**config.mk**
```make
export PLATFORM = sky130hd
export DESIGN_NAME = packet_reorder_buffer_nack_unit
export DESIGN_NICKNAME = d
export VERILOG_FILES = /design/src/hdl/prb_nack_pkg.sv /design/src/hdl/prb_nack_ctrl.sv /design/src/hdl/prb_nack_dp.sv /design/src/hdl/packet_reorder_buffer_nack_unit.sv
export SDC_FILE = /design/constraint.sdc
export NUM_CORES = 1
export LEC_CHECK = 0
export BUFFER_PORTS_ARGS = -buffer_cell sky130_fd_sc_hd__buf_2
export CORE_MARGIN = 8
export CORE_UTILIZATION = 63
export DETAILED_ROUTE_END_ITERATION = 6
export GPL_TIMING_DRIVEN = 0
export PLACE_DENSITY = 0.86
export SKIP_LAST_GASP = 1
export SLEW_MARGIN = 25
export SYNTH_ARGS = -nofsm -noshare
export SYNTH_HDL_FRONTEND = slang
export SYNTH_SLANG_ARGS = --single-unit
```
**constraint.sdc**
```tcl
create_clock -name clk -period 7.1 [get_ports clk]
set_input_delay 0.355 -clock clk [delete_from_list [all_inputs] [get_ports clk]]
set_output_delay 0.355 -clock clk [all_outputs]
set_load 0.1 [all_outputs]
```
**src/hdl/prb_nack_pkg.sv**
```systemverilog
package prb_nack_pkg;

  localparam int WINDOW      = 32;
  localparam int HANDLE_BITS = 8;
  localparam int SEQ_BITS    = 32;
  localparam int IDX_W       = $clog2(WINDOW);
  localparam int TDATA_W     = ((SEQ_BITS + HANDLE_BITS + 7) / 8) * 8;

  // Input item kinds on s_tuser.
  localparam logic KIND_ARRIVAL = 1'b0;
  localparam logic KIND_TICK    = 1'b1;

  // Result kinds on m_tuser.
  localparam logic KIND_DELIVER = 1'b0;
  localparam logic KIND_NACK    = 1'b1;

  typedef enum logic [2:0] {
    ST_IDLE,
    ST_REL_READ,
    ST_REL_EMIT,
    ST_NACK_SCAN,
    ST_NACK_LAST
  } prb_state_t;

  typedef struct packed {
    logic ready;
    logic arrive;
    logic tick_start;
    logic rel_read;
    logic deliver;
    logic scan_step;
    logic nack_last;
  } prb_ctrl_t;

  typedef struct packed {
    logic out_ok;
    logic cur_valid;
    logic nxt_valid;
    logic scan_end;
    logic scan_missing;
    logic pend_valid;
  } prb_status_t;

endpackage

```
**src/hdl/prb_nack_ctrl.sv**
```systemverilog
module prb_nack_ctrl (
  input  logic                      clk,
  input  logic                      rst,
  input  logic                      s_tvalid,
  input  logic                      s_tuser,
  input  prb_nack_pkg::prb_status_t status,
  output prb_nack_pkg::prb_ctrl_t   ctrl,
  output prb_nack_pkg::prb_state_t  state
);
  import prb_nack_pkg::*;

  prb_state_t state_next;

  always_ff @(posedge clk) begin
    if (rst) begin
      state <= ST_IDLE;
    end else begin
      state <= state_next;
    end
  end

  always_comb begin
    state_next = state;
    ctrl       = '0;
    case (state)
      ST_IDLE: begin
        ctrl.ready = 1'b1;
        if (s_tvalid) begin
          if (s_tuser == KIND_TICK) begin
            ctrl.tick_start = 1'b1;
            state_next      = ST_NACK_SCAN;
          end else begin
            ctrl.arrive = 1'b1;
            state_next  = ST_REL_READ;
          end
        end
      end
      ST_REL_READ: begin
        ctrl.rel_read = 1'b1;
        state_next    = ST_REL_EMIT;
      end
      ST_REL_EMIT: begin
        if (!status.cur_valid) begin
          state_next = ST_IDLE;
        end else if (status.out_ok) begin
          ctrl.deliver = 1'b1;
          state_next   = status.nxt_valid ? ST_REL_READ : ST_IDLE;
        end
      end
      ST_NACK_SCAN: begin
        if (status.scan_end) begin
          state_next = ST_NACK_LAST;
        end else if (!(status.scan_missing && status.pend_valid && !status.out_ok)) begin
          ctrl.scan_step = 1'b1;
        end
      end
      ST_NACK_LAST: begin
        if (!status.pend_valid) begin
          state_next = ST_IDLE;
        end else if (status.out_ok) begin
          ctrl.nack_last = 1'b1;
          state_next     = ST_IDLE;
        end
      end
      default: begin
        state_next = ST_IDLE;
      end
    endcase
  end

endmodule

```
**src/hdl/prb_nack_dp.sv**
```systemverilog
module prb_nack_dp (
  input  logic                                 clk,
  input  logic                                 rst,
  input  prb_nack_pkg::prb_ctrl_t              ctrl,
  input  logic                                 s_tvalid,
  input  logic [prb_nack_pkg::TDATA_W-1:0]     s_tdata,
  output prb_nack_pkg::prb_status_t            status,
  output logic                                 m_tvalid,
  input  logic                                 m_tready,
  output logic [prb_nack_pkg::TDATA_W-1:0]     m_tdata,
  output logic                                 m_tuser,
  output logic                                 m_tlast
);
  import prb_nack_pkg::*;

  logic [HANDLE_BITS-1:0] slot_handle [WINDOW];
  logic [WINDOW-1:0]      slot_valid;
  logic [SEQ_BITS-1:0]    next_expected;
  logic [SEQ_BITS-1:0]    highest_seen;

  logic [HANDLE_BITS-1:0] rd_handle;
  logic                   cur_valid;
  logic                   nxt_valid;
  logic [IDX_W-1:0]       gap_lo;
  logic                   gap_big;
  logic [IDX_W-1:0]       scan_i;
  logic                   pend_valid;
  logic [SEQ_BITS-1:0]    pend_seq;

  logic                   out_valid;
  logic                   out_kind;
  logic [SEQ_BITS-1:0]    out_seq;
  logic [HANDLE_BITS-1:0] out_handle;
  logic                   out_last;

  logic                   accept;
  logic [SEQ_BITS-1:0]    seq_in;
  logic [HANDLE_BITS-1:0] handle_in;
  logic [SEQ_BITS-1:0]    seq_dist;
  logic [SEQ_BITS-1:0]    hdist;
  logic                   in_window;
  logic                   new_highest;
  logic [IDX_W-1:0]       ne_idx;
  logic [IDX_W-1:0]       scan_idx;
  logic                   missing;
  logic                   out_ok;
  logic                   emit_pend;

  assign accept    = s_tvalid && ctrl.ready;
  assign seq_in    = s_tdata[SEQ_BITS-1:0];
  assign handle_in = s_tdata[SEQ_BITS+HANDLE_BITS-1:SEQ_BITS];
  assign seq_dist  = seq_in - next_expected;
  assign hdist     = highest_seen - next_expected;
  assign in_window = (seq_dist[SEQ_BITS-1:IDX_W] == '0);
  // The stored highest is stale once everything up to it has been delivered.
  assign new_highest = (hdist[SEQ_BITS-1:IDX_W] != '0) ||
                       (seq_dist[IDX_W-1:0] > hdist[IDX_W-1:0]);
  assign ne_idx    = next_expected[IDX_W-1:0];
  assign scan_idx  = ne_idx + scan_i;
  assign missing   = !slot_valid[scan_idx];
  assign out_ok    = !out_valid || m_tready;
  assign emit_pend = ctrl.scan_step && missing && pend_valid;

  assign status.out_ok       = out_ok;
  assign status.cur_valid    = cur_valid;
  assign status.nxt_valid    = nxt_valid;
  assign status.scan_end     = gap_big || (scan_i == gap_lo);
  assign status.scan_missing = missing;
  assign status.pend_valid   = pend_valid;

  // Handle store: written on an in-window arrival, read one slot per release step.
  always_ff @(posedge clk) begin
    if (accept && ctrl.arrive && in_window) begin
      slot_handle[seq_in[IDX_W-1:0]] <= handle_in;
    end
  end

  always_ff @(posedge clk) begin
    if (ctrl.rel_read) begin
      rd_handle <= slot_handle[ne_idx];
      cur_valid <= slot_valid[ne_idx];
      nxt_valid <= slot_valid[IDX_W'(ne_idx + 1'b1)];
    end
  end

  always_ff @(posedge clk) begin
    if (rst) begin
      slot_valid    <= '0;
      next_expected <= '0;
      highest_seen  <= '0;
    end else begin
      if (accept && ctrl.arrive && in_window) begin
        slot_valid[seq_in[IDX_W-1:0]] <= 1'b1;
        if (new_highest) begin
          highest_seen <= seq_in;
        end
      end
      if (ctrl.deliver) begin
        slot_valid[ne_idx] <= 1'b0;
        next_expected      <= next_expected + 1'b1;
      end
    end
  end

  // NACK scan: a missing sequence is held until the next one is found, so that
  // the final one can be marked last.
  always_ff @(posedge clk) begin
    if (rst) begin
      pend_valid <= 1'b0;
    end else if (accept && ctrl.tick_start) begin
      pend_valid <= 1'b0;
    end else if (ctrl.scan_step && missing) begin
      pend_valid <= 1'b1;
    end else if (ctrl.nack_last) begin
      pend_valid <= 1'b0;
    end
  end

  always_ff @(posedge clk) begin
    if (accept && ctrl.tick_start) begin
      gap_lo  <= hdist[IDX_W-1:0];
      gap_big <= (hdist[SEQ_BITS-1:IDX_W] != '0);
      scan_i  <= '0;
    end else if (ctrl.scan_step) begin
      scan_i <= scan_i + 1'b1;
      if (missing) begin
        pend_seq <= next_expected + SEQ_BITS'(scan_i);
      end
    end
  end

  always_ff @(posedge clk) begin
    if (rst) begin
      out_valid <= 1'b0;
    end else if (ctrl.deliver || emit_pend || ctrl.nack_last) begin
      out_valid <= 1'b1;
    end else if (m_tready) begin
      out_valid <= 1'b0;
    end
  end

  always_ff @(posedge clk) begin
    if (ctrl.deliver) begin
      out_kind   <= KIND_DELIVER;
      out_seq    <= next_expected;
      out_handle <= rd_handle;
      out_last   <= !nxt_valid;
    end else if (emit_pend || ctrl.nack_last) begin
      out_kind   <= KIND_NACK;
      out_seq    <= pend_seq;
      out_handle <= '0;
      out_last   <= ctrl.nack_last;
    end
  end

  assign m_tvalid = out_valid;
  assign m_tuser  = out_kind;
  assign m_tlast  = out_last;
  assign m_tdata  = TDATA_W'({out_handle, out_seq});

endmodule

```
**src/hdl/packet_reorder_buffer_nack_unit.sv**
```systemverilog
// Channel  Direction  Transfer payload
// s_*      in         tuser: kind; tdata: seq, pkt_handle
// m_*      out        tuser: kind_res; tdata: seq_res, pkt_handle_res; tlast: last
//
// An arrival releases the packets that are now in order from next_expected: each
// release reads the handle store once, then loads the output register.
// A tick scans one window slot per cycle while the output is not stalled, up to highest_seen;
// when highest_seen is not inside the window ahead of next_expected it scans no slot.
// Reset clears the valid map, the sequence counters and the output valid flag.
// A stalled output stops the release or scan until the result is taken.
module packet_reorder_buffer_nack_unit (
  input  logic                                 clk,
  input  logic                                 rst,
  input  logic                                 s_tvalid,
  output logic                                 s_tready,
  input  logic [prb_nack_pkg::TDATA_W-1:0]     s_tdata,  // seq, pkt_handle
  input  logic                                 s_tuser,  // kind
  output logic                                 m_tvalid,
  input  logic                                 m_tready,
  output logic [prb_nack_pkg::TDATA_W-1:0]     m_tdata,  // seq_res, pkt_handle_res
  output logic                                 m_tuser,  // kind_res
  output logic                                 m_tlast
);
  import prb_nack_pkg::*;

  prb_ctrl_t   ctrl;
  prb_status_t status;
  prb_state_t  state;

  prb_nack_ctrl u_ctrl (
    .clk      (clk),
    .rst      (rst),
    .s_tvalid (s_tvalid),
    .s_tuser  (s_tuser),
    .status   (status),
    .ctrl     (ctrl),
    .state    (state)
  );

  prb_nack_dp u_dp (
    .clk      (clk),
    .rst      (rst),
    .ctrl     (ctrl),
    .s_tvalid (s_tvalid),
    .s_tdata  (s_tdata),
    .status   (status),
    .m_tvalid (m_tvalid),
    .m_tready (m_tready),
    .m_tdata  (m_tdata),
    .m_tuser  (m_tuser),
    .m_tlast  (m_tlast)
  );

  assign s_tready = ctrl.ready;

  // A result is never loaded over one that has not been taken.
  assert property (@(posedge clk) disable iff (rst)
    (ctrl.deliver || ctrl.scan_step && status.scan_missing && status.pend_valid ||
     ctrl.nack_last) |-> status.out_ok)
    else $error("result loaded while output register is occupied");

  // Input is taken only when the previous item's work is finished.
  assert property (@(posedge clk) disable iff (rst)
    s_tready |-> state == ST_IDLE)
    else $error("input ready outside idle");

  // A NACK never carries a buffer handle.
  assert property (@(posedge clk) disable iff (rst)
    (m_tvalid && m_tuser == KIND_NACK) |-> m_tdata[TDATA_W-1:SEQ_BITS] == '0)
    else $error("nack result with nonzero handle");

  // A delivery is always followed by the next read step or by a return to idle.
  assert property (@(posedge clk) disable iff (rst)
    ctrl.deliver |=> (state == ST_REL_READ || state == ST_IDLE))
    else $error("release step sequencing broken");

endmodule
```
==> impl_metrics.json, run 1 <==
{
  "gr-usage-all-layers": 0.326,
  "synth_edf_count": 345,
  "final_cell_mix": "edfxtp_1, a21oi_1, nand2_1",
  "rows": 71,
  "drtIter0Drc": 1993,
  "max_slew_margin": 0.302,
  "synth_cell_types": 85,
  "dr.pass1.iters": 6,
  "rsz0062_at_grt": "false",
  "yosys_warnings": 0,
  "finalCritPeriodShare": 0.941,
  "design.core.area_sq_um": 37300,
  "power_density_nw_per_um2": 227,
  "ant_nets": 0,
  "p_leak_nw": 9.27,
  "final_common_cell": "edfxtp_1",
  "grt_pass1_vias": 17700,
  "synth-adder-area-share": 0.0433,
  "antenna_found_initial": 4,
  "wl_mm": 72.1,
  "synthArstFlopShare": 0,
  "initial_utilization": 0.633,
  "final_cell_area_sq_um": 26400,
  "clock_skew_ns": 0.0188,
  "dpl.cell_count": 2475,
  "rr_startpoint": "u_dp.next_expected[1]",
  "critPathMaxFanout": 19,
  "yosys.area_share.simple": 0.120,
  "crit_type": "flop to flop",
  "drcViolationCount": 0,
  "period_needed_ns": 6.68,
  "clkTransAtPathRegs_ns": 0.06,
  "hold_start": "s_tdata[6]",
  "p_total_mw": 5.99,
  "hold_ws_ns": 0.0472,
  "clk_latency_ns": 0.59,
  "synth.cell_area_sq_um": 23600,
  "grt-ovfl-total": 0,
  "crit_arrival_ns": 6.89,
  "clkSinkCount": 452,
  "status": "finished, final reports clean",
  "synth_top_family_by_area": "compound AO/OA/AOI/OAI gates",
  "netlist_instances": 1909,
  "crit_path_end_kind": "flop",
  "ys_seq_area_frac": 0.529,
  "die_area_sq_um": 43900,
  "drive_gt1_frac": 0.185,
  "fin_ws_ns": 0.421,
  "syn_area_per_cell_sq_um": 12.4,
  "maxCapViolCount": 0,
  "cts_tree": "built",
  "tightestPinTransition_ns": 1.05,
  "die_w_um": 210,
  "stdcell_count": 2559,
  "setup_violations": 0,
  "die_h_um": 210,
  "synthMuxAreaShare": 0.116,
  "num-fill-cells": 2444,
  "synth_nets": 2034,
  "r2r_setup_slack_ns": 0.42,
  "cts-root-buf": "clkbuf_16",
  "place.gp.congestion": 0.950,
  "clock_path_buffers": 3,
  "final_hold_viol_count": 0,
  "io_buffers": 87,
  "start_kind": "flop",
  "post_drt_wl_per_cell_um": 28.2,
  "vias_per_cell": 6.96,
  "slew_violations": 0,
  "crit_start": "u_dp.next_expected[1]",
  "synth_compound_area_frac": 0.121,
  "htree_levels": 2,
  "synth-xor-area-share": 0.0375,
  "cts_inserted_buffers": 45,
  "peakVddDrop_v": 0.000274,
  "io_pins": 89,
  "syn_to_final_growth_pct": 11.6,
  "vias": 17800,
  "ys_ff_latch": 452,
  "nets": 2172,
  "synth_flop_cell": "edfxtp_1",
  "critPathRequiredTime_ns": 7.31,
  "dp_slack_ns": -0.170,
  "place_area_sq_um": 24800,
  "grt_pass1_wl_mm": 108,
  "dp_hpwl_mm": 48.9,
  "grt_max_degree": 33,
  "fmax_mhz": 150,
  "min_path_type": "input port to flop"
}
layer usage:
metal | routed length [um] | track usage | vias up
met5 | 13 | 0 | -
met2 | 35800 | 0.563 | 1167
li1 | - | - | 7657
met3 | 6160 | 0.0653 | 313
met1 | 24800 | 0.364 | 8677
met4 | 5320 | 0.212 | 2
power by group:
| group | internal, mW | total (mW) | switching, mW |
|---|---|---|---|
| combinational | 0.205 | 0.667 | 0.462 |
| clock | 1.37 | 2.43 | 1.06 |
| sequential | 2.88 | 2.89 | 0.0131 |
| total | 4.45 | 5.99 | 1.53 |
state kept, by name (all words and copies together) (netlist names), 3 cells and up:
register and cells:
u_dp.pend_seq 32, u_dp.gap_lo 5, u_dp.out_seq 32, u_dp.slot_handle 256, u_dp.next_expected 32, u_dp.scan_i 5
u_dp.highest_seen 32, u_dp.out_handle 8, u_dp.rd_handle 8, u_dp.slot_valid 32, u_ctrl.state 3
timing repair:
item | 4_1_cts | 5_1_grt
resized for setup | 3 | 3
hold buffers | 0 | 0
pin swaps | 0 | 1
setup endpoints to repair | 116 | 283
hold endpoints to repair | 0 | 0
setup buffers | 0 | 0
synth_stat cells (26+ instances only):
cell type | count | area, sq um
a21oi_1 | 136 | 681
a31oi_1 | 36 | 225
clkbuf_1 | 80 | 300
dfxtp_1 | 107 | 2140
edfxtp_1 | 345 | 10400
ha_1 | 77 | 963
inv_1 | 61 | 229
mux2_2 | 33 | 372
mux4_2 | 99 | 2230
nand2_1 | 136 | 510
nand3_1 | 26 | 130
nand4_1 | 63 | 394
nor2_1 | 124 | 465
nor3_1 | 30 | 150
o21a_1 | 48 | 360
o21ai_0 | 50 | 250
o31ai_1 | 34 | 255
xnor2_1 | 82 | 718
worst paths after layout:
path / endpoint / cells past startpoint
max: u_dp.slot_handle[14][6] / 15
min: u_dp.highest_seen[6] / 3
max reg2reg: u_dp.slot_handle[14][6] / 15
min reg2reg: u_dp.highest_seen[21] / 2
final cells by class:
class / count / area (sq um) / share of cell area
antenna: 2 / 5.00 / 0.000190
clock buffer: 49 / 1160 / 0.0441
tap: 474 / 593 / 0.0225
buffer: 118 / 532 / 0.0202
clock inverter: 34 / 325 / 0.0123
inverter: 62 / 233 / 0.00883
sequential: 452 / 12500 / 0.474
timing repair buffer: 93 / 520 / 0.0197
multi-input combinational: 1275 / 10500 / 0.398
worst max-delay path: stages, from the launching register on:
cell             delay (ns)
dfxtp_1                0.65
clkdlybuf4s15_2        0.75
buf_1                  0.58
inv_1                  0.41
fa_1                   0.57
a211oi_2               0.31
o21ai_1                0.20
a21oi_1                0.41
mux2i_1                0.24
nand3_1                0.11
a2111oi_2              0.37
nand4_1                0.20
nand4b_4               0.21
buf_6                  0.18
buf_2                  0.28
nor3_2                 0.79
cell families (layout without fill, tap and decap cells):
kind of cell,after synthesis,in the layout
muxes,146,146
AOI/OAI and AO/OA,440,440
other,0,2
DFF,452,452
xor gates and xnor gates,101,101
adders and majority gates,80,80
buffers and inverters,182,356
and+or+nand+nor,508,508
metrics by stage:
step                 util  TNS (ns)
global route        0.706         0
CTS                 0.705  -0.00678
global placement    0.660    -84.58
detailed placement  0.665     -5.84
finish              0.707         0
floorplan               -         0
No activity file was read; power rests on OpenSTA's default activity.
==> inputs of run 2 (changes only) <==
- RECOVER_POWER: not set -> 50
==> run 2 against run 1 <==
Maximum frequency shrank 1.4%; the flow now finishes with violations (design-rule violations, max-capacitance violations, max-slew violations); clock power is essentially flat; clock skew about the same; utilization down 0.19 points; sequential share of layout area is 0.13 points higher.
==> impl_metrics.json, run 2 (synthesized netlist as in run 1, its figures left out) <==
{
  "reg2reg_depth": 15,
  "tightestPinTransition_ns": 1.53,
  "design.core.area_sq_um": 37300,
  "p_total_mw": 5.99,
  "fin_ws_ns": 0.328,
  "rsz0062_at_grt": "false",
  "num-fill-cells": 2483,
  "cts_tree": "built",
  "slew_violations": 66,
  "die_w_um": 210,
  "clkSinkCount": 452,
  "wl_mm": 72.3,
  "post_drt_wl_per_cell_um": 28.3,
  "dp_hpwl_mm": 48.9,
  "clk_latency_ns": 0.59,
  "syn_to_final_growth_pct": 11.3,
  "setup_tns_ns": 0,
  "period_needed_ns": 6.77,
  "drcViolationCount": 1,
  "final_util": 0.705,
  "critPathMaxFanout": 19,
  "peakVddDrop_v": 0.000274,
  "nets": 2172,
  "p_leak_nw": 9.10,
  "final_hold_viol_count": 0,
  "clkTransAtPathRegs_ns": 0.06,
  "io_buffers": 87,
  "violations": "design-rule violations, max-capacitance violations, max-slew violations",
  "p_sw_frac": 0.257,
  "drive_gt1_frac": 0.157,
  "largest_reg_flops": 256,
  "cts_hold_buffers": 0,
  "die_area_sq_um": 43900,
  "power.switching_mw": 1.54,
  "crit_path_end_kind": "flop",
  "grt_max_degree": 33,
  "clock_path_buffers": 3,
  "crit_arrival_ns": 6.98,
  "htree_levels": 2,
  "cts_inserted_buffers": 45,
  "vias": 17800,
  "critPathRequiredTime_ns": 7.31,
  "finalCritPeriodShare": 0.954,
  "hold_ws_ns": 0.0471,
  "p_int_mw": 4.45,
  "grt_pass1_wl_mm": 108,
  "min_path_type": "input port to flop",
  "clkPwrFrac": 0.407,
  "maxCapViolCount": 2,
  "status": "complete, but fails checks",
  "hold_depth": 3,
  "max_slew_margin": -0.0169,
  "grt-ovfl-total": 0,
  "vias_per_cell": 6.96,
  "final_common_cell": "edfxtp_1",
  "drtIter0Drc": 1857,
  "setup_violations": 0,
  "rows": 71,
  "die_h_um": 210,
  "crit_type": "flop to flop",
  "initial_utilization": 0.633,
  "ant_nets": 0,
  "pwr-share-comb": 0.111,
  "final_cell_mix": "edfxtp_1, clkbuf_1, a21oi_1",
  "cts-root-buf": "clkbuf_16",
  "start_kind": "flop",
  "fmax_mhz": 148,
  "seqPwrFrac": 0.483,
  "grt_pass1_vias": 17700,
  "place.gp.congestion": 0.950,
  "dr.pass1.iters": 7,
  "clock_skew_ns": 0.0186,
  "antenna_found_initial": 4,
  "power_density_nw_per_um2": 228,
  "io_pins": 89,
  "dp_slack_ns": -0.170,
  "gr-usage-all-layers": 0.326
}
-- run 2: power groups by stage --
stage               logic (mW)  clock network (mW)  registers (mW)
CTS                      0.657                2.43            2.89
global route             0.703                2.53            2.89
finish                   0.664                2.43            2.89
detailed placement       0.650                   0            2.94
floorplan                0.382                   0            3.02
global placement         0.626                   0            2.94
-- run 2: final timing paths --
check             slack [ns]                   from                      end
hold reg to reg         0.48  u_dp.highest_seen[21]    u_dp.highest_seen[21]
hold / removal          0.05             s_tdata[6]     u_dp.highest_seen[6]
setup reg to reg        0.33  u_dp.next_expected[1]  u_dp.slot_handle[14][6]
setup / recovery        0.33  u_dp.next_expected[1]  u_dp.slot_handle[14][6]
-- run 2: critical path, stage by stage, from the launching register on --
cell and delay, ns:
dfxtp_1 0.66, clkdlybuf4s15_2 0.75, clkbuf_1 0.60, inv_1 0.42
fa_1 0.57, a211oi_2 0.34, o21ai_1 0.21, a21oi_1 0.41
mux2i_1 0.24, nand3_1 0.11, a2111oi_2 0.37, nand4_1 0.20
nand4b_4 0.21, buf_6 0.18, buf_2 0.28, nor3_2 0.79
-- run 2: routing by layer --
layer	up-vias	part of all wire	global-route usage
met2	1193	0.50	0.563
met3	302	0.087	0.0653
li1	7644	-	-
met1	8680	0.34	0.364
met4	2	0.072	0.212
met5	-	0.00014	0
-- run 2: area by class of cell --
cell class / count / area [sq um] / area share
sequential: 452 / 12500 / 0.476
multi-input combinational: 1275 / 10500 / 0.399
clock buffer: 49 / 1160 / 0.0442
tap: 474 / 593 / 0.0226
buffer: 118 / 527 / 0.0200
timing repair buffer: 93 / 455 / 0.0173
clock inverter: 34 / 325 / 0.0124
inverter: 62 / 233 / 0.00885
antenna: 2 / 5.00 / 0.000190
-- run 2: timing repair --
item / CTS / global route
gates resized for setup: 3 / 3
endpoints found under the setup margin: 116 / 283
pin swaps: 0 / 1
setup buffers: 0 / 0
-- run 2: per-stage QoR --
step | instance area [sq um] | std cells
finish | 26300 | 2559
global route | 26300 | 2558
CTS | 26300 | 2558
detailed placement | 24800 | 2475
global placement | 24600 | 2470
floorplan | 23600 | 1909
